### src/rtl/core/oas_pkg.sv
// Shared constants, types and control structures for the ordered array store.
package oas_pkg;

  // Number of storage cells in the chain.
  localparam int DEPTH = 64;

  // Widths derived from the depth.
  localparam int IDX_W = $clog2(DEPTH);
  localparam int CNT_W = $clog2(DEPTH + 1);

  // Fixed payload widths.
  localparam int CMD_W  = 2;
  localparam int POS_W  = 7;
  localparam int WORD_W = 32;
  localparam int STAT_W = 3;
  localparam int FPOS_W = 6;
  localparam int LEN_W  = 7;

  // Common width for comparing positions, counts and cell indices.
  localparam int CMP_W = (CNT_W > POS_W) ? CNT_W : POS_W;

  typedef enum logic [CMD_W-1:0] {
    CMD_INSERT = 2'd0,
    CMD_DELETE = 2'd1,
    CMD_FIND   = 2'd2,
    CMD_READ   = 2'd3
  } cmd_t;

  typedef enum logic [STAT_W-1:0] {
    STAT_OK       = 3'd0,
    STAT_FULL     = 3'd1,
    STAT_RANGE    = 3'd2,
    STAT_NOTFOUND = 3'd3,
    STAT_EMPTY    = 3'd4
  } status_t;

  typedef enum logic [1:0] {
    MODE_HOLD,
    MODE_INSERT,
    MODE_DELETE,
    MODE_ROTATE
  } cell_mode_t;

  typedef enum logic [1:0] {
    ST_IDLE,
    ST_SCAN,
    ST_HOLD
  } state_t;

  // Control broadcast to every cell of the chain.
  typedef struct packed {
    cell_mode_t               mode;
    logic [POS_W-1:0]         pos;
    logic signed [WORD_W-1:0] val;
  } cell_ctrl_t;

  // One finished result.
  typedef struct packed {
    status_t                  status;
    logic [FPOS_W-1:0]        fpos;
    logic signed [WORD_W-1:0] rval;
    logic [LEN_W-1:0]         length;
  } result_t;

endpackage

### src/rtl/core/oas_cell.sv
// One storage cell of the chain: holds a word and takes a neighbour's word on a shift, or the new word on an insert.
module oas_cell (
  input  logic                               clk,
  input  logic [oas_pkg::IDX_W-1:0]          idx,
  input  logic signed [oas_pkg::WORD_W-1:0]  below,
  input  logic signed [oas_pkg::WORD_W-1:0]  above,
  input  oas_pkg::cell_ctrl_t                ctrl,
  output logic signed [oas_pkg::WORD_W-1:0]  word
);

  logic [oas_pkg::CMP_W-1:0] idx_w;
  logic [oas_pkg::CMP_W-1:0] pos_w;
  logic signed [oas_pkg::WORD_W-1:0] word_next;

  assign idx_w = oas_pkg::CMP_W'(idx);
  assign pos_w = oas_pkg::CMP_W'(ctrl.pos);

  always_comb begin
    word_next = word;
    case (ctrl.mode)
      oas_pkg::MODE_INSERT: begin
        // Cells above the insertion point take the word from below.
        if (idx_w > pos_w) begin
          word_next = below;
        end else if (idx_w == pos_w) begin
          word_next = ctrl.val;
        end
      end
      oas_pkg::MODE_DELETE: begin
        if (idx_w >= pos_w) begin
          word_next = above;
        end
      end
      oas_pkg::MODE_ROTATE: begin
        word_next = above;
      end
      default: begin
        word_next = word;
      end
    endcase
  end

  always_ff @(posedge clk) begin
    word <= word_next;
  end

endmodule

### src/rtl/core/oas_ctrl.sv
// Command sequencer: checks commands, drives the cell chain and scans it for find and read.
module oas_ctrl (
  input  logic                               clk,
  input  logic                               rst,
  input  logic                               cmd_valid,
  output logic                               cmd_ready,
  input  logic [oas_pkg::CMD_W-1:0]          command,
  input  logic [oas_pkg::POS_W-1:0]          position,
  input  logic signed [oas_pkg::WORD_W-1:0]  value,
  input  logic signed [oas_pkg::WORD_W-1:0]  head,
  output oas_pkg::cell_ctrl_t                cell_ctrl,
  output logic                               res_valid,
  output oas_pkg::result_t                   res,
  input  logic                               res_take
);

  oas_pkg::state_t  state, state_next;
  oas_pkg::cmd_t    op;
  oas_pkg::cmd_t    cmd_in;
  oas_pkg::result_t pend;
  oas_pkg::result_t res_now;

  logic [oas_pkg::IDX_W-1:0]         step;
  logic [oas_pkg::CNT_W-1:0]         count, count_next;
  logic [oas_pkg::POS_W-1:0]         pos_q;
  logic signed [oas_pkg::WORD_W-1:0] val_q;
  logic                              found;
  logic [oas_pkg::IDX_W-1:0]         fpos_q;
  logic signed [oas_pkg::WORD_W-1:0] rval_q;

  logic                      accept;
  logic                      last;
  logic                      hit_find;
  logic                      hit_read;
  logic                      fin;
  logic [oas_pkg::CMP_W-1:0] count_w;
  logic [oas_pkg::CMP_W-1:0] pos_w;
  logic [oas_pkg::CMP_W-1:0] pos_q_w;
  logic [oas_pkg::CMP_W-1:0] step_w;
  logic [oas_pkg::CMP_W-1:0] fpos_w;

  assign cmd_in  = oas_pkg::cmd_t'(command);
  assign accept  = cmd_valid && cmd_ready;
  assign count_w = oas_pkg::CMP_W'(count);
  assign pos_w   = oas_pkg::CMP_W'(position);
  assign pos_q_w = oas_pkg::CMP_W'(pos_q);
  assign step_w  = oas_pkg::CMP_W'(step);
  assign last    = (step == oas_pkg::IDX_W'(oas_pkg::DEPTH - 1));

  // The word at the head of the chain is element number step during a scan.
  assign hit_find = (op == oas_pkg::CMD_FIND) && !found && (step_w < count_w) &&
                    (head == val_q);
  assign hit_read = (op == oas_pkg::CMD_READ) && (step_w == pos_q_w);
  assign fpos_w   = found ? oas_pkg::CMP_W'(fpos_q) : step_w;

  // Next state.
  always_comb begin
    state_next = state;
    case (state)
      oas_pkg::ST_IDLE: begin
        if (accept) begin
          if (cmd_in == oas_pkg::CMD_FIND || cmd_in == oas_pkg::CMD_READ) begin
            state_next = oas_pkg::ST_SCAN;
          end else if (!res_take) begin
            state_next = oas_pkg::ST_HOLD;
          end
        end
      end
      oas_pkg::ST_SCAN: begin
        if (last) begin
          state_next = res_take ? oas_pkg::ST_IDLE : oas_pkg::ST_HOLD;
        end
      end
      oas_pkg::ST_HOLD: begin
        if (res_take) begin
          state_next = oas_pkg::ST_IDLE;
        end
      end
      default: begin
        state_next = oas_pkg::ST_IDLE;
      end
    endcase
  end

  // Outputs, cell control and the result being finished this cycle.
  always_comb begin
    cmd_ready      = (state == oas_pkg::ST_IDLE);
    cell_ctrl.mode = oas_pkg::MODE_HOLD;
    cell_ctrl.pos  = position;
    cell_ctrl.val  = value;
    count_next     = count;
    fin            = 1'b0;
    res_now.status = oas_pkg::STAT_OK;
    res_now.fpos   = '0;
    res_now.rval   = '0;
    res_now.length = oas_pkg::LEN_W'(count_w);
    case (state)
      oas_pkg::ST_IDLE: begin
        if (accept && cmd_in == oas_pkg::CMD_INSERT) begin
          fin = 1'b1;
          if (count_w == oas_pkg::CMP_W'(oas_pkg::DEPTH)) begin
            res_now.status = oas_pkg::STAT_FULL;
          end else if (pos_w > count_w) begin
            res_now.status = oas_pkg::STAT_RANGE;
          end else begin
            cell_ctrl.mode = oas_pkg::MODE_INSERT;
            count_next     = count + oas_pkg::CNT_W'(1);
          end
        end else if (accept && cmd_in == oas_pkg::CMD_DELETE) begin
          fin = 1'b1;
          if (count_w == '0) begin
            res_now.status = oas_pkg::STAT_EMPTY;
          end else if (pos_w >= count_w) begin
            res_now.status = oas_pkg::STAT_RANGE;
          end else begin
            cell_ctrl.mode = oas_pkg::MODE_DELETE;
            count_next     = count - oas_pkg::CNT_W'(1);
          end
        end
        res_now.length = oas_pkg::LEN_W'(oas_pkg::CMP_W'(count_next));
      end
      oas_pkg::ST_SCAN: begin
        cell_ctrl.mode = oas_pkg::MODE_ROTATE;
        fin            = last;
        if (op == oas_pkg::CMD_FIND) begin
          if (found || hit_find) begin
            res_now.fpos = oas_pkg::FPOS_W'(fpos_w);
          end else begin
            res_now.status = oas_pkg::STAT_NOTFOUND;
          end
        end else if (pos_q_w >= count_w) begin
          res_now.status = oas_pkg::STAT_RANGE;
        end else begin
          res_now.rval = hit_read ? head : rval_q;
        end
      end
      oas_pkg::ST_HOLD: begin
        fin     = 1'b1;
        res_now = pend;
      end
      default: begin
        fin = 1'b0;
      end
    endcase
  end

  assign res_valid = fin;
  assign res       = res_now;

  always_ff @(posedge clk) begin
    if (rst) begin
      state <= oas_pkg::ST_IDLE;
      count <= '0;
      found <= 1'b0;
    end else begin
      state <= state_next;
      count <= count_next;
      if (accept) begin
        found <= 1'b0;
      end else if (hit_find) begin
        found <= 1'b1;
      end
    end
  end

  always_ff @(posedge clk) begin
    if (accept) begin
      op     <= cmd_in;
      pos_q  <= position;
      val_q  <= value;
      step   <= '0;
      fpos_q <= '0;
      rval_q <= '0;
    end else if (state == oas_pkg::ST_SCAN) begin
      step <= step + oas_pkg::IDX_W'(1);
      if (hit_find) begin
        fpos_q <= step;
      end
      if (hit_read) begin
        rval_q <= head;
      end
    end
    if (fin && state != oas_pkg::ST_HOLD) begin
      pend <= res_now;
    end
  end

endmodule

### src/rtl/core/ordered_array_store.sv
// Top level of the ordered array store: cell chain, command sequencer and result register.
//
// Usage. Commands arrive as beats on the cmd channel (command, position, value) and
// each one yields exactly one beat on the rsp channel (status, found_position,
// read_value, length). Both channels use valid and ready.
// Insert and delete are checked and applied in the cycle their beat is accepted:
// every cell compares its own index against the position and takes the word of its
// lower or upper neighbour, or the new word, all in parallel. Their result enters the
// output register at the accepting edge and is offered from the next cycle, and the
// next command can be taken in that cycle, so while the receiver keeps up they take
// one cycle per beat. Find and read rotate the ring of cells once round while the
// sequencer watches the word at the head; a full turn puts every word back in place.
// Their result is finished in the last cycle of that rotation.
// A new command is taken only once the previous one has finished; a finished result
// may still wait in the output register while the next command is accepted.
// When the receiver stalls, a result that cannot enter the output register waits in
// the sequencer and no further command is taken until it moves on.
// Reset empties the list (length zero) and the output register; the cell contents are
// left as they are, since no word at or beyond the length is ever looked at.
module ordered_array_store (
  input  logic                               clk,
  input  logic                               rst,
  input  logic                               cmd_valid,
  output logic                               cmd_ready,
  input  logic [oas_pkg::CMD_W-1:0]          command,
  input  logic [oas_pkg::POS_W-1:0]          position,
  input  logic signed [oas_pkg::WORD_W-1:0]  value,
  output logic                               rsp_valid,
  input  logic                               rsp_ready,
  output logic [oas_pkg::STAT_W-1:0]         status,
  output logic [oas_pkg::FPOS_W-1:0]         found_position,
  output logic signed [oas_pkg::WORD_W-1:0]  read_value,
  output logic [oas_pkg::LEN_W-1:0]          length
);

  // Words held by the cells; index 0 is the head of the list.
  logic signed [oas_pkg::WORD_W-1:0] words [oas_pkg::DEPTH];

  oas_pkg::cell_ctrl_t cell_ctrl;
  oas_pkg::result_t    res;
  logic                res_valid;
  logic                res_take;

  // The output register can take a result when it is empty or being emptied.
  assign res_take = !rsp_valid || rsp_ready;

  oas_ctrl u_ctrl (
    .clk       (clk),
    .rst       (rst),
    .cmd_valid (cmd_valid),
    .cmd_ready (cmd_ready),
    .command   (command),
    .position  (position),
    .value     (value),
    .head      (words[0]),
    .cell_ctrl (cell_ctrl),
    .res_valid (res_valid),
    .res       (res),
    .res_take  (res_take)
  );

  // The cells form a ring: each sees its neighbours, and the top cell's upper
  // neighbour is the head, which closes the loop used for rotation.
  for (genvar i = 0; i < oas_pkg::DEPTH; i++) begin : g_cell
    oas_cell u_cell (
      .clk   (clk),
      .idx   (oas_pkg::IDX_W'(i)),
      .below (words[(i + oas_pkg::DEPTH - 1) % oas_pkg::DEPTH]),
      .above (words[(i + 1) % oas_pkg::DEPTH]),
      .ctrl  (cell_ctrl),
      .word  (words[i])
    );
  end

  // Output register for the rsp channel.
  always_ff @(posedge clk) begin
    if (rst) begin
      rsp_valid <= 1'b0;
    end else if (res_take) begin
      rsp_valid <= res_valid;
    end
  end

  always_ff @(posedge clk) begin
    if (res_take && res_valid) begin
      status         <= res.status;
      found_position <= res.fpos;
      read_value     <= res.rval;
      length         <= res.length;
    end
  end

endmodule

### config.mk
export PLATFORM = sky130hd
export DESIGN_NAME = ordered_array_store
export DESIGN_NICKNAME = d
export VERILOG_FILES = /design/src/rtl/core/oas_pkg.sv /design/src/rtl/core/oas_cell.sv /design/src/rtl/core/oas_ctrl.sv /design/src/rtl/core/ordered_array_store.sv
export SDC_FILE = /design/constraint.sdc
export NUM_CORES = 2
export LEC_CHECK = 0
export BUFFER_PORTS_ARGS = -buffer_cell sky130_fd_sc_hd__buf_2
export CELL_PAD_IN_SITES_DETAIL_PLACEMENT = 1
export CELL_PAD_IN_SITES_GLOBAL_PLACEMENT = 2
export CORE_MARGIN = 10
export CORE_UTILIZATION = 30
export CTS_CLUSTER_SIZE = 30
export DETAILED_ROUTE_END_ITERATION = 8
export GPL_TIMING_DRIVEN = 1
export PLACE_DENSITY = 0.66
export REMOVE_ABC_BUFFERS = 1
export SETUP_SLACK_MARGIN = 0.15
export SLEW_MARGIN = 20
export SYNTH_ARGS = -nofsm -noshare
export SYNTH_HDL_FRONTEND = slang
export SYNTH_SLANG_ARGS = --single-unit
### constraint.sdc
create_clock -name clk -period 11.7 [get_ports clk]
set_clock_uncertainty 0.2 [all_clocks]
set_input_delay 0.585 -clock clk [delete_from_list [all_inputs] [get_ports clk]]
set_output_delay 0.585 -clock clk [all_outputs]
set_load 0.01 [all_outputs]
==> key figures <==
Critical path
  – Critical-path cell list: inv_1 > ha_1 > nand2_1 > nor3_1 > o21ai_1 > nor2_4 > buf_4 > nor2_1 > o21ai_4 > buf_16
  – Worst Path Buf+Inv: 3
  – Cell count of the worst reg-to-reg path: 10
  – Worst Path Required: 12.10 ns
  – Crit-path leading delay family: simple AND/OR/NAND/NOR gates
  – Worst R2R End: g_cell[1].u_cell.word[16]
  – Worst r2r src: u_ctrl.state[0]
  – CP peak stage delay: slightly above 0.9 ns
  – Critical Path Start: u_ctrl.state[0]
  – CP max-delay cell: nor3_1
  – WS Path Type: register to register
  – Data arrival, critical path: roughly 6.2 ns
  – Setup crit end: g_cell[1].u_cell.word[16]
  – CP max FO: 28
  – CP Launch Type: register
  – Reg2reg setup slack: 5.94 ns
  – Crit path depth: 10
  – Critical Path Sink Type: register

Global route
  – First-pass GRT wire length: 540000 µm
  – Number of global-route vias before repair: 83500
  – Initial antenna violation count: 14
  – Grt ovf: 0
  – Largest net degree at the start of global routing: approximately 270
  – GRT Total Usage: 16.8%

Layout
  – Nets: 9815
  – Fin cells: 15000
  – Share of post-route cells with drive strength above 1: 7.86%
  – Area delta synth->final: 11.6%

Floorplan
  – Initial Util: between 30% and 40%
  – Die area: 405000 µm²
  – Rows: approximately 230
  – I/O pin count: 95
  – Core ar.: 379000 µm²
  – Die height: 636 µm
  – Die outline width: 636 µm

Pwr
  – Combinational Power Share: 16.6%
  – Clock share of power: 35.5%
  – Design Power: 0.0225 W
  – Sw Share: roughly 29%
  – Int Pwr: approximately 0.016 W
  – Sequential Power Share: 47.8%
  – Power per cell area: 177 nW/µm²
  – Peak VDD IR: about 0.000098 V
  – Leakage power: around 49 nW
  – Switching power: 0.00661 W

Clocking
  – CTS clk-pin slew, worst paths: approximately 0.060 ns
  – Hold buffers post-CTS: 10
  – Number of gates resized after CTS: 0
  – H-tree depth: 5
  – CTS Buffer Depth: 4
  – Post-CTS Setup Inserts: 0
  – Clock Sinks: around 2200
  – CTS root buf: clkbuf_16
  – Cts bufs inserted: 273
  – CTS tree: done
  – Clk_lat worst skew: slightly below 0.9 ns

Status
  – Status: finished, final reports clean

Hold path
  – Worst Hold Launch: value[27]
  – Min-Delay Path Class: primary input to register

Yosys
  – Synth Instances: slightly above 10000
  – Seq cells post-synth: 2240
  – Synth warnings: 0
  – Top_reg_cell synth: edfxtp_1
  – Post-synth ARST share: 0%
  – Synthesized cell area: 114000 µm²
  – Post-synth EDFFs: 2185
  – Register area share after synthesis: 58.5%
  – Syn_area_per_cell: between 10 and 15 µm²
  – Library cells used by synthesis: 57

STA
  – # setup viols final: 0
  – RSZ-0062 raised after global routing: no
  – Crit path time final: about 5.8 ns
  – Slew Viols, Final: 0
  – Slew HR: 18.7%
  – Crit share post-route: 49.2%
  – Worst Max-Slew Pin Slew: 1.22 ns
  – Setup TNS: 0 ns
  – Max Fclk: between 150 and 200 MHz
  – Final Hold Viols: 0

Route
  – Via count: 78200
  – WL final: 358000 µm
  – WL per Instance: 23.9 µm
  – Vias per cell: between 5 and 6
  – DRT antenna net count: 0
  – Initial DRC count: 6276
  – Number of remaining DRC errors: 0
  – Drt first pass iters: 5

Place
  – Placer Congestion: 0.763
  – HPWL after DPL: roughly 220000 µm
  – Placed insts: 14500
  – PortBufs: 94

Job
  – Max-cap violation count: 0
## Yosys cell counts, types with 21 or more instances
| cell type | number | area, µm² |
|---|---|---|
| nor3_1 | 21 | 105 |
| nor2_1 | 2119 | 7950 |
| nand2_1 | 279 | 1050 |
| maj3_1 | 28 | 280 |
| mux2_2 | 32 | 360 |
| buf_4 | 83 | 623 |
| edfxtp_1 | 2185 | 65600 |
| o21ai_0 | 79 | 395 |
| dfxtp_1 | 55 | 1100 |
| buf_2 | 369 | 1850 |
| mux2i_1 | 2025 | 20300 |
| and2_1 | 35 | 219 |
| a31oi_1 | 70 | 438 |
| a21oi_1 | 2024 | 10100 |
| buf_1 | 42 | 158 |
| clkbuf_1 | 455 | 1710 |
| ha_1 | 26 | 325 |
| xnor2_1 | 35 | 307 |
## cell usage in the layout (no fill, tap or decap), types with 8 or more instances in the layout
| master | netlist | final |
|---|---|---|
| mux2i_1 | 2025 | 2025 |
| a21oi_1 | 2024 | 2000 |
| edfxtp_1 | 2185 | 2185 |
| buf_2 | 369 | 61 |
| buf_4 | 83 | 198 |
| nand3_1 | 10 | 8 |
| nor2_1 | 2119 | 2107 |
| a31oi_1 | 70 | 69 |
| nand2_1 | 279 | 268 |
| mux2_2 | 32 | 32 |
| nand2b_1 | 9 | 9 |
| or2_2 | 8 | 8 |
| nor2_4 | 0 | 12 |
| clkbuf_1 | 455 | 73 |
| inv_1 | 19 | 17 |
| buf_12 | 0 | 17 |
| maj3_1 | 28 | 28 |
| clkbuf_16 | 0 | 280 |
| o21ai_2 | 0 | 15 |
| ha_1 | 26 | 25 |
| and2_1 | 35 | 35 |
| clkinv_1 | 0 | 46 |
| nand4_1 | 19 | 19 |
| o21ai_4 | 0 | 20 |
| nor3_1 | 21 | 20 |
| a21oi_4 | 0 | 28 |
| inv_6 | 0 | 11 |
| nand2_2 | 0 | 11 |
| dlygate4sd3_1 | 0 | 10 |
| xnor2_1 | 35 | 35 |
| dfxtp_1 | 55 | 55 |
| o21ai_0 | 79 | 51 |
| clkinv_2 | 0 | 40 |
## cell type report
class,instances,area [µm²]
Antenna cell,2,5.00
Clock buffer,358,7350
Clock inverter,115,792
Fill cell,40900,251000
Inverter,19,73.8
Multi-Input combinational cell,6918,43600
Sequential cell,2240,66700
Tap cell,5016,6280
Timing Repair Buffer,292,2400
## cell families after synthesis
group                    synth area share [%]
AO/OA/AOI/OAI                            10.1
XOR/XNOR                                0.323
adder cells (fa/ha/maj)                 0.531
buffers and inverters                    3.88
flip-flops                               58.5
multiplexers                             18.1
AND/OR/NAND/NOR                          8.59
## through the flow
| step | hold slack (ns) | util [%] | instance area [µm²] | setup slack [ns] |
|---|---|---|---|---|
| floorplan | 0.238 | - | 110000 | -82.68 |
| global placement | 0.245 | 31.4 | 119000 | 5.72 |
| detailed placement | 0.258 | 31.4 | 119000 | 5.88 |
| CTS | 0.00574 | 33.6 | 127000 | 5.86 |
| global route | 0.0556 | 33.6 | 127000 | 5.60 |
| finish | 0.0953 | 33.6 | 127000 | 5.94 |
## worst reg2reg max path, stage by stage (launching register included)
cell	delay, ns
dfxtp_1	0.34
inv_1	0.12
ha_1	0.68
nand2_1	0.60
nor3_1	0.92
o21ai_1	0.58
nor2_4	0.19
buf_4	0.49
nor2_1	0.43
o21ai_4	0.66
buf_16	0.25
## per-layer routing
layer	vias to the layer above	GRT usage (%)	wire, µm
met5	-	0	27
met4	4	4.27	8930
met3	484	1.72	13100
met2	1470	27.3	164000
met1	40300	23.9	172000
li1	36000	-	-
## how the worst min path moves through the flow
stage	end	slack (ns)	cells past startpoint
final	u_ctrl.val_q[27]	0.1	1
after global routing	u_ctrl.val_q[3]	0.06	1
after CTS	u_ctrl.val_q[3]	0.006	1
after detailed placement	u_ctrl.fpos_q[4]	0.26	2
after global placement	u_ctrl.fpos_q[4]	0.24	2
after floorplan	u_ctrl.fpos_q[5]	0.24	2
## sequential cells by signal (all words and copies together) (netlist names)
signal and flops:
read_value 32, u_ctrl.count 7, u_ctrl.state 2, length 7, u_ctrl.pos_q 7, u_ctrl.val_q 32, rsp_valid 1, found_position 6
u_ctrl.found 1, status 3, u_ctrl.step 6, g_cell.u_cell.word 2048, u_ctrl.fpos_q 6, u_ctrl.pend 48, u_ctrl.op 2, u_ctrl.rval_q 32
## power by group through the flow
stage	Sequential (W)	Clock, W	Combinational (W)
floorplan	0.0109	0	0.00630
global placement	0.0109	0	0.00362
detailed placement	0.0109	0	0.00375
CTS	0.0108	0.00825	0.00376
global route	0.0109	0.00854	0.00415
finish	0.0108	0.00801	0.00375
Power figures use the tool's default switching activity.
